===== config.mk =====
export PLATFORM = sky130hd
export DESIGN_NAME = drive_command_line_parser
export DESIGN_NICKNAME = d
export VERILOG_FILES = /design/src/rtl/dclp_pkg.sv /design/src/rtl/dclp_front.sv /design/src/rtl/dclp_queue.sv /design/src/rtl/dclp_back.sv /design/src/rtl/drive_command_line_parser.sv
export SDC_FILE = /design/constraint.sdc
export NUM_CORES = 1
export LEC_CHECK = 0
export BUFFER_PORTS_ARGS = -buffer_cell sky130_fd_sc_hd__buf_2
export CAP_MARGIN = 20
export CORE_ASPECT_RATIO = 1.2
export CORE_MARGIN = 5
export CORE_UTILIZATION = 68
export CTS_CLUSTER_DIAMETER = 120
export DETAILED_ROUTE_END_ITERATION = 16
export MAX_ROUTING_LAYER = met4
export PLACE_DENSITY = 0.83
export SYNTH_ARGS = -nofsm -noshare
export SYNTH_HDL_FRONTEND = slang
export SYNTH_HIERARCHICAL = 1
export SYNTH_SLANG_ARGS = --single-unit

===== constraint.sdc =====
create_clock -name aclk -period 9 [get_ports aclk]
set_input_delay 0.45 -clock aclk [delete_from_list [all_inputs] [get_ports aclk]]
set_output_delay 0.45 -clock aclk [all_outputs]
set_load 0.01 [all_outputs]

===== src/rtl/dclp_pkg.sv =====
// ----------------------------------------------------------------------------
// dclp_pkg: shared types and constants of the drive command line parser
// Holds the byte classes, queue item layout, result codes and default sizes.
// ----------------------------------------------------------------------------
package dclp_pkg;

    // default sizes
    localparam int LINE_CAPACITY_DEFAULT = 64;
    localparam int QUEUE_DEPTH_DEFAULT   = 4;

    // field widths
    localparam int BYTE_W   = 8;
    localparam int SPEED_W  = 16;
    localparam int STATUS_W = 2;
    localparam int MAG_W    = 17;
    localparam int DIGIT_W  = 4;

    // configuration register indexes
    localparam int CFG_INDEX_W = 1;
    localparam logic [CFG_INDEX_W-1:0] REG_SPEED_UPPER = 1'd0;
    localparam logic [CFG_INDEX_W-1:0] REG_SPEED_LOWER = 1'd1;

    // reset values of the limits
    localparam logic [SPEED_W-1:0] SPEED_UPPER_RESET = 16'sd100;
    localparam logic [SPEED_W-1:0] SPEED_LOWER_RESET = -16'sd100;

    // result status codes
    typedef enum logic [STATUS_W-1:0] {
        ST_INCOMPLETE = 2'd0,
        ST_DRIVE      = 2'd1,
        ST_STOP       = 2'd2,
        ST_ERROR      = 2'd3
    } status_t;

    // what the back end has to do with one item
    typedef enum logic [2:0] {
        KIND_SKIP     = 3'd0,  // byte with no parse effect, status incomplete
        KIND_CHAR     = 3'd1,  // byte to feed the parser
        KIND_END_STOP = 3'd2,  // line end after an exact stop word
        KIND_END_EVAL = 3'd3,  // line end, evaluate the drive command
        KIND_OVERFLOW = 3'd4   // line hit capacity and is dropped
    } item_kind_t;

    // character classes seen by the parser
    typedef enum logic [2:0] {
        CC_SPACE    = 3'd0,  // space or tab
        CC_WS_OTHER = 3'd1,  // vertical tab or form feed
        CC_DIGIT    = 3'd2,
        CC_PLUS     = 3'd3,
        CC_MINUS    = 3'd4,
        CC_COMMA    = 3'd5,
        CC_OTHER    = 3'd6
    } char_class_t;

    // one classified item between front and back
    typedef struct packed {
        item_kind_t          kind;
        char_class_t         cls;
        logic [DIGIT_W-1:0]  digit;
    } q_item_t;

endpackage


===== src/rtl/dclp_front.sv =====
// ----------------------------------------------------------------------------
// dclp_front: byte intake and classification
// Tracks line length, NUL truncation and the stop word, and turns every
// received byte into one classified item for the back end.
// ----------------------------------------------------------------------------
module dclp_front #(
    parameter int LINE_CAPACITY = dclp_pkg::LINE_CAPACITY_DEFAULT
) (
    input  logic                        aclk,
    input  logic                        aresetn,
    input  logic                        byte_valid,
    input  logic [dclp_pkg::BYTE_W-1:0] byte_data,
    output logic                        item_valid,
    output dclp_pkg::q_item_t           item
);

    localparam int LEN_W = $clog2(LINE_CAPACITY);
    localparam logic [LEN_W-1:0] LAST_LEN = LEN_W'(LINE_CAPACITY - 1);

    // stop word tracker states
    typedef enum logic [9:0] {
        SM_NONE = 10'b0000000001,
        SM_U1   = 10'b0000000010,
        SM_U2   = 10'b0000000100,
        SM_U3   = 10'b0000001000,
        SM_U4   = 10'b0000010000,
        SM_L1   = 10'b0000100000,
        SM_L2   = 10'b0001000000,
        SM_L3   = 10'b0010000000,
        SM_L4   = 10'b0100000000,
        SM_FAIL = 10'b1000000000
    } stop_state_t;

    localparam logic [7:0] CH_LF    = 8'h0A;
    localparam logic [7:0] CH_CR    = 8'h0D;
    localparam logic [7:0] CH_NUL   = 8'h00;
    localparam logic [7:0] CH_SPACE = 8'h20;
    localparam logic [7:0] CH_TAB   = 8'h09;
    localparam logic [7:0] CH_VT    = 8'h0B;
    localparam logic [7:0] CH_FF    = 8'h0C;
    localparam logic [7:0] CH_PLUS  = 8'h2B;
    localparam logic [7:0] CH_MINUS = 8'h2D;
    localparam logic [7:0] CH_COMMA = 8'h2C;
    localparam logic [7:0] CH_ZERO  = 8'h30;
    localparam logic [7:0] CH_NINE  = 8'h39;

    logic [LEN_W-1:0] len_reg, len_next;
    logic             trunc_reg, trunc_next;
    stop_state_t      sm_reg, sm_next, sm_step;
    logic             is_term;
    dclp_pkg::char_class_t cls;
    logic [7:0]       digit_off;

    assign is_term   = (byte_data == CH_LF) || (byte_data == CH_CR);
    assign digit_off = byte_data - CH_ZERO;

    // character class
    always_comb begin
        if (byte_data == CH_SPACE || byte_data == CH_TAB) begin
            cls = dclp_pkg::CC_SPACE;
        end else if (byte_data == CH_VT || byte_data == CH_FF) begin
            cls = dclp_pkg::CC_WS_OTHER;
        end else if (byte_data >= CH_ZERO && byte_data <= CH_NINE) begin
            cls = dclp_pkg::CC_DIGIT;
        end else if (byte_data == CH_PLUS) begin
            cls = dclp_pkg::CC_PLUS;
        end else if (byte_data == CH_MINUS) begin
            cls = dclp_pkg::CC_MINUS;
        end else if (byte_data == CH_COMMA) begin
            cls = dclp_pkg::CC_COMMA;
        end else begin
            cls = dclp_pkg::CC_OTHER;
        end
    end

    // stop word tracker step for a parsed byte
    always_comb begin
        unique case (sm_reg)
            SM_NONE: begin
                if (byte_data == "S")      sm_step = SM_U1;
                else if (byte_data == "s") sm_step = SM_L1;
                else                       sm_step = SM_FAIL;
            end
            SM_U1:   sm_step = (byte_data == "T") ? SM_U2 : SM_FAIL;
            SM_U2:   sm_step = (byte_data == "O") ? SM_U3 : SM_FAIL;
            SM_U3:   sm_step = (byte_data == "P") ? SM_U4 : SM_FAIL;
            SM_L1:   sm_step = (byte_data == "t") ? SM_L2 : SM_FAIL;
            SM_L2:   sm_step = (byte_data == "o") ? SM_L3 : SM_FAIL;
            SM_L3:   sm_step = (byte_data == "p") ? SM_L4 : SM_FAIL;
            default: sm_step = SM_FAIL;
        endcase
    end

    // line bookkeeping and item build
    always_comb begin
        len_next   = len_reg;
        trunc_next = trunc_reg;
        sm_next    = sm_reg;
        item.kind  = dclp_pkg::KIND_SKIP;
        item.cls   = cls;
        item.digit = digit_off[dclp_pkg::DIGIT_W-1:0];
        if (is_term) begin
            if (len_reg != '0) begin
                if (sm_reg == SM_U4 || sm_reg == SM_L4) begin
                    item.kind = dclp_pkg::KIND_END_STOP;
                end else begin
                    item.kind = dclp_pkg::KIND_END_EVAL;
                end
                len_next   = '0;
                trunc_next = 1'b0;
                sm_next    = SM_NONE;
            end
        end else if (len_reg != LAST_LEN) begin
            len_next = len_reg + 1'b1;
            if (byte_data == CH_NUL) begin
                trunc_next = 1'b1;
            end else if (!trunc_reg) begin
                sm_next   = sm_step;
                item.kind = dclp_pkg::KIND_CHAR;
            end
        end else begin
            item.kind  = dclp_pkg::KIND_OVERFLOW;
            len_next   = '0;
            trunc_next = 1'b0;
            sm_next    = SM_NONE;
        end
    end

    assign item_valid = byte_valid;

    // line state registers
    always_ff @(posedge aclk) begin
        if (!aresetn) begin
            len_reg   <= '0;
            trunc_reg <= 1'b0;
            sm_reg    <= SM_NONE;
        end else if (byte_valid) begin
            len_reg   <= len_next;
            trunc_reg <= trunc_next;
            sm_reg    <= sm_next;
        end
    end

endmodule


===== src/rtl/dclp_queue.sv =====
// ----------------------------------------------------------------------------
// dclp_queue: short item queue between front and back
// Small register FIFO so that intake and parsing stall independently.
// ----------------------------------------------------------------------------
module dclp_queue #(
    parameter int DEPTH = dclp_pkg::QUEUE_DEPTH_DEFAULT
) (
    input  logic              aclk,
    input  logic              aresetn,
    input  logic              push,
    input  dclp_pkg::q_item_t push_item,
    output logic              in_ready,
    input  logic              pop,
    output logic              out_valid,
    output dclp_pkg::q_item_t out_item
);

    localparam int PTR_W = (DEPTH > 1) ? $clog2(DEPTH) : 1;
    localparam int CNT_W = $clog2(DEPTH + 1);
    localparam logic [PTR_W-1:0] LAST_PTR  = PTR_W'(DEPTH - 1);
    localparam logic [CNT_W-1:0] FULL_CNT  = CNT_W'(DEPTH);

    dclp_pkg::q_item_t entry_reg [DEPTH];
    logic [PTR_W-1:0]  wr_ptr_reg, rd_ptr_reg;
    logic [CNT_W-1:0]  count_reg;
    logic              do_push, do_pop;

    assign in_ready  = (count_reg != FULL_CNT);
    assign out_valid = (count_reg != '0);
    assign out_item  = entry_reg[rd_ptr_reg];
    assign do_push   = push && in_ready;
    assign do_pop    = pop && out_valid;

    // entry storage
    always_ff @(posedge aclk) begin
        if (do_push) begin
            entry_reg[wr_ptr_reg] <= push_item;
        end
    end

    // pointers and fill count
    always_ff @(posedge aclk) begin
        if (!aresetn) begin
            wr_ptr_reg <= '0;
            rd_ptr_reg <= '0;
            count_reg  <= '0;
        end else begin
            if (do_push) begin
                wr_ptr_reg <= (wr_ptr_reg == LAST_PTR) ? '0 : wr_ptr_reg + 1'b1;
            end
            if (do_pop) begin
                rd_ptr_reg <= (rd_ptr_reg == LAST_PTR) ? '0 : rd_ptr_reg + 1'b1;
            end
            if (do_push && !do_pop) begin
                count_reg <= count_reg + 1'b1;
            end else if (do_pop && !do_push) begin
                count_reg <= count_reg - 1'b1;
            end
        end
    end

endmodule


===== src/rtl/dclp_back.sv =====
// ----------------------------------------------------------------------------
// dclp_back: parser and result stage
// Runs the integer,integer syntax machine on classified items, saturates and
// clamps the speeds at line end and holds one result for the output side.
// ----------------------------------------------------------------------------
module dclp_back (
    input  logic                                 aclk,
    input  logic                                 aresetn,
    input  logic                                 cfg_write,
    input  logic [dclp_pkg::CFG_INDEX_W-1:0]     cfg_index,
    input  logic [dclp_pkg::SPEED_W-1:0]         cfg_data,
    input  logic                                 item_valid,
    input  dclp_pkg::q_item_t                    item,
    output logic                                 item_pop,
    output logic                                 res_valid,
    input  logic                                 res_ready,
    output logic [dclp_pkg::STATUS_W-1:0]        res_status,
    output logic [dclp_pkg::SPEED_W-1:0]         res_left,
    output logic [dclp_pkg::SPEED_W-1:0]         res_right
);

    localparam int MAG_W  = dclp_pkg::MAG_W;
    localparam int PROD_W = MAG_W + 4;
    localparam int VAL_W  = MAG_W + 1;
    localparam logic [MAG_W-1:0] MAG_MAX = '1;

    typedef enum logic [6:0] {
        PH_FIRST_LEAD  = 7'b0000001,
        PH_FIRST_SIGN  = 7'b0000010,
        PH_FIRST_DIG   = 7'b0000100,
        PH_SECOND_LEAD = 7'b0001000,
        PH_SECOND_SIGN = 7'b0010000,
        PH_SECOND_DIG  = 7'b0100000,
        PH_SECOND_TAIL = 7'b1000000
    } phase_t;

    phase_t              phase_reg, phase_next;
    logic [MAG_W-1:0]    mag1_reg, mag1_next, mag2_reg, mag2_next;
    logic [1:0]          sign_reg, sign_next;
    logic                bad_reg, bad_next;
    logic [dclp_pkg::SPEED_W-1:0] upper_reg, lower_reg;
    logic [dclp_pkg::SPEED_W-1:0] left_reg, left_next, right_reg, right_next;
    logic                out_valid_reg;
    dclp_pkg::status_t   status_reg, status_next;
    logic                is_digit, is_sign, is_ws, is_space;

    // decimal digit accumulate with saturation
    function automatic logic [MAG_W-1:0] mag_push(input logic [MAG_W-1:0] m,
                                                  input logic [dclp_pkg::DIGIT_W-1:0] d);
        logic [PROD_W-1:0] n;
        n = (PROD_W'(m) << 3) + (PROD_W'(m) << 1) + PROD_W'(d);
        mag_push = (n > PROD_W'(MAG_MAX)) ? MAG_MAX : n[MAG_W-1:0];
    endfunction

    // sign, then limit to upper, then raise to lower
    function automatic logic [dclp_pkg::SPEED_W-1:0] finish_value(
        input logic [MAG_W-1:0] mag, input logic neg,
        input logic [dclp_pkg::SPEED_W-1:0] hi, input logic [dclp_pkg::SPEED_W-1:0] lo);
        logic signed [VAL_W-1:0] v, hi_x, lo_x;
        v    = neg ? -$signed({1'b0, mag}) : $signed({1'b0, mag});
        hi_x = VAL_W'($signed(hi));
        lo_x = VAL_W'($signed(lo));
        if (v > hi_x) v = hi_x;
        if (v < lo_x) v = lo_x;
        finish_value = v[dclp_pkg::SPEED_W-1:0];
    endfunction

    assign is_digit = (item.cls == dclp_pkg::CC_DIGIT);
    assign is_sign  = (item.cls == dclp_pkg::CC_PLUS) || (item.cls == dclp_pkg::CC_MINUS);
    assign is_space = (item.cls == dclp_pkg::CC_SPACE);
    assign is_ws    = is_space || (item.cls == dclp_pkg::CC_WS_OTHER);

    // take an item whenever the result slot is free or being emptied
    assign item_pop = item_valid && (!out_valid_reg || res_ready);

    // parse step and line end evaluation
    always_comb begin
        phase_next  = phase_reg;
        mag1_next   = mag1_reg;
        mag2_next   = mag2_reg;
        sign_next   = sign_reg;
        bad_next    = bad_reg;
        left_next   = left_reg;
        right_next  = right_reg;
        status_next = dclp_pkg::ST_INCOMPLETE;
        unique case (item.kind)
            dclp_pkg::KIND_SKIP: begin
                status_next = dclp_pkg::ST_INCOMPLETE;
            end
            dclp_pkg::KIND_CHAR: begin
                if (!bad_reg) begin
                    unique case (phase_reg) inside
                        PH_FIRST_LEAD: begin
                            if (is_ws) begin
                                phase_next = phase_reg;
                            end else if (is_sign) begin
                                if (item.cls == dclp_pkg::CC_MINUS) sign_next[0] = 1'b1;
                                phase_next = PH_FIRST_SIGN;
                            end else if (is_digit) begin
                                mag1_next  = mag_push(mag1_reg, item.digit);
                                phase_next = PH_FIRST_DIG;
                            end else begin
                                bad_next = 1'b1;
                            end
                        end
                        PH_FIRST_SIGN, PH_FIRST_DIG: begin
                            if (is_digit) begin
                                mag1_next  = mag_push(mag1_reg, item.digit);
                                phase_next = PH_FIRST_DIG;
                            end else if (item.cls == dclp_pkg::CC_COMMA &&
                                         phase_reg == PH_FIRST_DIG) begin
                                phase_next = PH_SECOND_LEAD;
                            end else begin
                                bad_next = 1'b1;
                            end
                        end
                        PH_SECOND_LEAD: begin
                            if (is_ws) begin
                                phase_next = phase_reg;
                            end else if (is_sign) begin
                                if (item.cls == dclp_pkg::CC_MINUS) sign_next[1] = 1'b1;
                                phase_next = PH_SECOND_SIGN;
                            end else if (is_digit) begin
                                mag2_next  = mag_push(mag2_reg, item.digit);
                                phase_next = PH_SECOND_DIG;
                            end else begin
                                bad_next = 1'b1;
                            end
                        end
                        PH_SECOND_SIGN, PH_SECOND_DIG: begin
                            if (is_digit) begin
                                mag2_next  = mag_push(mag2_reg, item.digit);
                                phase_next = PH_SECOND_DIG;
                            end else if (is_space && phase_reg == PH_SECOND_DIG) begin
                                phase_next = PH_SECOND_TAIL;
                            end else begin
                                bad_next = 1'b1;
                            end
                        end
                        PH_SECOND_TAIL: begin
                            if (!is_space) bad_next = 1'b1;
                        end
                        default: begin
                            bad_next = 1'b1;
                        end
                    endcase
                end
            end
            dclp_pkg::KIND_END_STOP, dclp_pkg::KIND_END_EVAL,
            dclp_pkg::KIND_OVERFLOW: begin
                if (item.kind == dclp_pkg::KIND_END_STOP) begin
                    status_next = dclp_pkg::ST_STOP;
                end else if (item.kind == dclp_pkg::KIND_END_EVAL && !bad_reg &&
                             (phase_reg == PH_SECOND_DIG || phase_reg == PH_SECOND_TAIL)) begin
                    left_next   = finish_value(mag1_reg, sign_reg[0], upper_reg, lower_reg);
                    right_next  = finish_value(mag2_reg, sign_reg[1], upper_reg, lower_reg);
                    status_next = dclp_pkg::ST_DRIVE;
                end else begin
                    status_next = dclp_pkg::ST_ERROR;
                end
                phase_next = PH_FIRST_LEAD;
                mag1_next  = '0;
                mag2_next  = '0;
                sign_next  = '0;
                bad_next   = 1'b0;
            end
            default: begin
                status_next = dclp_pkg::ST_ERROR;
            end
        endcase
    end

    // parse state and held speeds
    always_ff @(posedge aclk) begin
        if (!aresetn) begin
            phase_reg <= PH_FIRST_LEAD;
            mag1_reg  <= '0;
            mag2_reg  <= '0;
            sign_reg  <= '0;
            bad_reg   <= 1'b0;
            left_reg  <= '0;
            right_reg <= '0;
        end else if (item_pop) begin
            phase_reg <= phase_next;
            mag1_reg  <= mag1_next;
            mag2_reg  <= mag2_next;
            sign_reg  <= sign_next;
            bad_reg   <= bad_next;
            left_reg  <= left_next;
            right_reg <= right_next;
        end
    end

    // result slot
    always_ff @(posedge aclk) begin
        if (!aresetn) begin
            out_valid_reg <= 1'b0;
            status_reg    <= dclp_pkg::ST_INCOMPLETE;
        end else if (item_pop) begin
            out_valid_reg <= 1'b1;
            status_reg    <= status_next;
        end else if (res_ready) begin
            out_valid_reg <= 1'b0;
        end
    end

    // speed limit registers
    always_ff @(posedge aclk) begin
        if (!aresetn) begin
            upper_reg <= dclp_pkg::SPEED_UPPER_RESET;
            lower_reg <= dclp_pkg::SPEED_LOWER_RESET;
        end else if (cfg_write) begin
            if (cfg_index == dclp_pkg::REG_SPEED_UPPER) upper_reg <= cfg_data;
            if (cfg_index == dclp_pkg::REG_SPEED_LOWER) lower_reg <= cfg_data;
        end
    end

    assign res_valid  = out_valid_reg;
    assign res_status = status_reg;
    assign res_left   = left_reg;
    assign res_right  = right_reg;

endmodule


===== src/rtl/drive_command_line_parser.sv =====
// ----------------------------------------------------------------------------
// drive_command_line_parser: serial drive command line parser
// Parses LF or CR terminated text lines, one byte per transfer, into stop and
// drive results with clamped left and right speeds.
// ----------------------------------------------------------------------------
// Every accepted byte gives exactly one result transfer, in order. The block
// takes one byte per clock cycle sustained while the item queue has room; a
// result passes from the front classifier through the item queue and the
// one-step parser in the back end, which loads the result register and sets
// the rate. The queue of QUEUE_DEPTH items lets intake continue while a
// result waits to be taken. The user must write speed limits through the cfg
// port only while no line is in flight; the block does not enforce this.
module drive_command_line_parser #(
    parameter int LINE_CAPACITY = dclp_pkg::LINE_CAPACITY_DEFAULT,
    parameter int QUEUE_DEPTH   = dclp_pkg::QUEUE_DEPTH_DEFAULT
) (
    input  logic                                 aclk,
    input  logic                                 aresetn,
    // byte input
    input  logic                                 s_tvalid,
    output logic                                 s_tready,
    input  logic [7:0]                           s_tdata,   // [7:0] rx_byte
    // result output
    output logic                                 m_tvalid,
    input  logic                                 m_tready,
    output logic [39:0]                          m_tdata,   // [1:0] status,
                                                            // [17:2] left_speed,
                                                            // [33:18] right_speed
    // configuration writes
    input  logic                                 cfg_valid,
    output logic                                 cfg_ready,
    input  logic [dclp_pkg::CFG_INDEX_W-1:0]     cfg_index,
    input  logic [dclp_pkg::SPEED_W-1:0]         cfg_data
);

    logic                              q_in_ready;
    logic                              front_valid;
    dclp_pkg::q_item_t                 front_item;
    logic                              q_valid, q_pop;
    dclp_pkg::q_item_t                 q_item;
    logic [dclp_pkg::STATUS_W-1:0]     res_status;
    logic [dclp_pkg::SPEED_W-1:0]      res_left, res_right;

    assign s_tready  = q_in_ready;
    assign cfg_ready = 1'b1;

    // byte intake and classification
    dclp_front #(
        .LINE_CAPACITY (LINE_CAPACITY)
    ) u_front (
        .aclk       (aclk),
        .aresetn    (aresetn),
        .byte_valid (s_tvalid && q_in_ready),
        .byte_data  (s_tdata),
        .item_valid (front_valid),
        .item       (front_item)
    );

    // item queue
    dclp_queue #(
        .DEPTH (QUEUE_DEPTH)
    ) u_queue (
        .aclk      (aclk),
        .aresetn   (aresetn),
        .push      (front_valid),
        .push_item (front_item),
        .in_ready  (q_in_ready),
        .pop       (q_pop),
        .out_valid (q_valid),
        .out_item  (q_item)
    );

    // parser and result register
    dclp_back u_back (
        .aclk       (aclk),
        .aresetn    (aresetn),
        .cfg_write  (cfg_valid),
        .cfg_index  (cfg_index),
        .cfg_data   (cfg_data),
        .item_valid (q_valid),
        .item       (q_item),
        .item_pop   (q_pop),
        .res_valid  (m_tvalid),
        .res_ready  (m_tready),
        .res_status (res_status),
        .res_left   (res_left),
        .res_right  (res_right)
    );

    // pack result fields, lowest field first
    assign m_tdata = {6'd0, res_right, res_left, res_status};

endmodule


==> reports/results.ini <==
[outcome]
status=completed

[worst_setup_path]
setup.worst_path.end_class=register
critPathArrivalTime_ns=7.00
worstSetupPathType=reg -> reg
critical_path_required_ns=9.35
startpoint_type=register
ff2ff_path_depth=21
crit_path_max_fanout=23

[power]
leakagePower_nw=6.16
fin_total_pwr_w=0.00296
peakVddDrop_mv=0.175
powerDensity_nw_per_um2=208

[global_routing]
grt_antenna_before_repair=0
grt_pass1_vias=11500
grt_use_total=0.315
grt_remaining_overflow=0
grt_max_degree=57
grt_pass1_wl_um=56800

[timing]
skew_ns=0.0108
slew_violations=0
layout_min_cycle_time_ns=6.65
finalSetupViolations=0
rsz0062_at_grt=no
fmax_mhz=150
final_hold_viol_count=0
worst_slew_pin_slew_ns=1.12
slew_headroom=0.251
tns_ns=0
fin_crit_sh=0.739

[routing]
drt_iter0_drc=883
vias_per_cell=6.52
via_count=12000
antenna_left=0
routed_wl_um=35400
wl_per_cell_um=19.2
drt-pass1-iter-count=6
drc=0

[cells_and_area]
final_common_cell=nand2_1
final_cell_mix=nand2_1 (196), ha_1 (146), dfxtp_1 (137)
num_antenna_cells=0
n_fill_cell=1524
syn_to_final_growth_pct=5.94
final_net_count=1749
largest_reg_flops=40
drive_gt1_frac=0.128

[synthesis]
yosysWarnings=6
synth_top_flop_cell=dfxtp_1
yosysSeqAreaShare=0.293
synth_seq_cells=177
ys_types=109
synthArstFlopShare=0
netlist_area_um2=13400
synth_edf_count=40
postSynthAreaPerCell_um2=8.63
synthCells=1558

[die]
initial_utilization=0.690
core_area_um2=19500
die_area_um2=22700
io_pins=73
die_w_um=138
rows=56
die_h_um=164

[cts]
clk_latency_ns=0.43
cts_setup_buffers=0
cts_tree=yes
clkSinkCount=177
path_clk_slew_ns=0.07
ctsLongestPathBuffers=2
hold_buffers=0
cts_max_level=4
cts.repair.resized=0
numCtsBuffers=17
ctsRootBufferMaster=clkbuf_16

[placement]
dpl.hpwl_um=26100
numPortBuffers=65
place.gp.congestion=1.02

[min_path]
hold_class=in -> reg
whs_path_depth=3

[flow_run]
drv_cap=0

-- path summary, 6_finish.rpt --
path,startpoint,to,slack (ns)
worst max-delay path,u_back/mag1_reg[2],u_back/res_left[5],2.35
worst min-delay path,cfg_data[15],u_back/lower_reg[15],0.26
worst max register to register,u_back/mag1_reg[2],u_back/res_left[5],2.35
worst min register to register,u_back/upper_reg[9],u_back/upper_reg[9],0.48
-- report_power, final --
part | switching, W | leakage, nW | internal, W
clock network | 0.000332 | 0.258 | 0.000359
logic | 0.000756 | 4.44 | 0.000530
registers | 0.000100 | 1.47 | 0.000884
-- synth_stat cells (all sizes together), types with 5 or more instances --
cell     instances  area (um2)
a2111oi          7        92.6
a211oi           9        72.6
a21boi           8        63.8
a21o            23         173
a21oi           92         464
a22oi           10        75.1
a31oi           19         134
and2            13        85.1
and3            13        87.6
buf             31         213
clkbuf          59         287
dfxtp          137        2740
edfxtp          40        1200
fa               5         100
ha             146        1830
inv             68         255
mux2            34         387
mux2i           15         150
mux4            10         225
nand2          196         736
nand2b          25         156
nand3           71         368
nand3b           5        37.5
nand4           29         181
nand4b           6        52.6
nor2            76         288
nor2b           20         125
nor3            22         120
nor3b            6        45.0
nor4            10        68.8
nor4b            6        52.6
o211ai          35         273
o21a            12        97.6
o21ai          114         574
o311ai          10        87.6
o31ai           14         119
o41ai            7        68.8
or3             18         130
or4             11         105
xnor2           46         403
xor2            15         131
-- stage by stage --
step,utilization,cells,hold slack [ns],cell area [um2],setup WS (ns)
finish,0.732,1842,0.260,14200,2.35
global route,0.732,1842,0.260,14200,1.87
CTS,0.731,1841,0.249,14200,2.20
detailed placement,0.703,1809,0.468,13700,2.21
global placement,0.703,1809,0.464,13700,2.45
floorplan,-,1563,0.444,13500,3.22
-- worst max-delay path, stage by stage, from the launching register on --
cell and delay, ns:
dfxtp_1 0.39, nor3_1 0.47, nand4b_1 0.28, o41ai_1 0.43
xnor2_1 0.16, ha_1 0.34, nand4_1 0.17, nor4_1 0.40
a222oi_1 0.20, a21oi_2 0.60, buf_6 0.24, nor2_1 0.06
a21oi_1 0.19, ha_1 0.28, a211o_1 0.29, o211ai_1 0.08
a21oi_1 0.09, o41ai_1 0.31, and3_1 0.20, a21boi_2 0.82
mux2_2 0.42, o21ai_0 0.13
-- cell type report --
class,instances,area [um2],area share
inverter,68,255,0.0179
sequential,177,3940,0.277
clock buffer,19,433,0.0304
timing repair buffer,76,412,0.0289
clock inverter,13,104,0.00729
multi-input combinational,1228,8770,0.616
tap,261,327,0.0229
-- layer usage --
metal | GRT usage | part of all wire
met5 | - | 0
met4 | 0.220 | 0.080
met3 | 0.0515 | 0.062
met2 | 0.526 | 0.47
met1 | 0.345 | 0.39
-- cell families after synthesis --
kind of cell | share of synthesized area
buffers and inverters | 0.0561
other | 0.000558
and+or+nand+nor | 0.207
xor gates and xnor gates | 0.0397
AOI/OAI and AO/OA | 0.203
DFF | 0.293
muxes | 0.0567
adders and majority gates | 0.143
No activity file was read; power rests on OpenSTA's default activity.
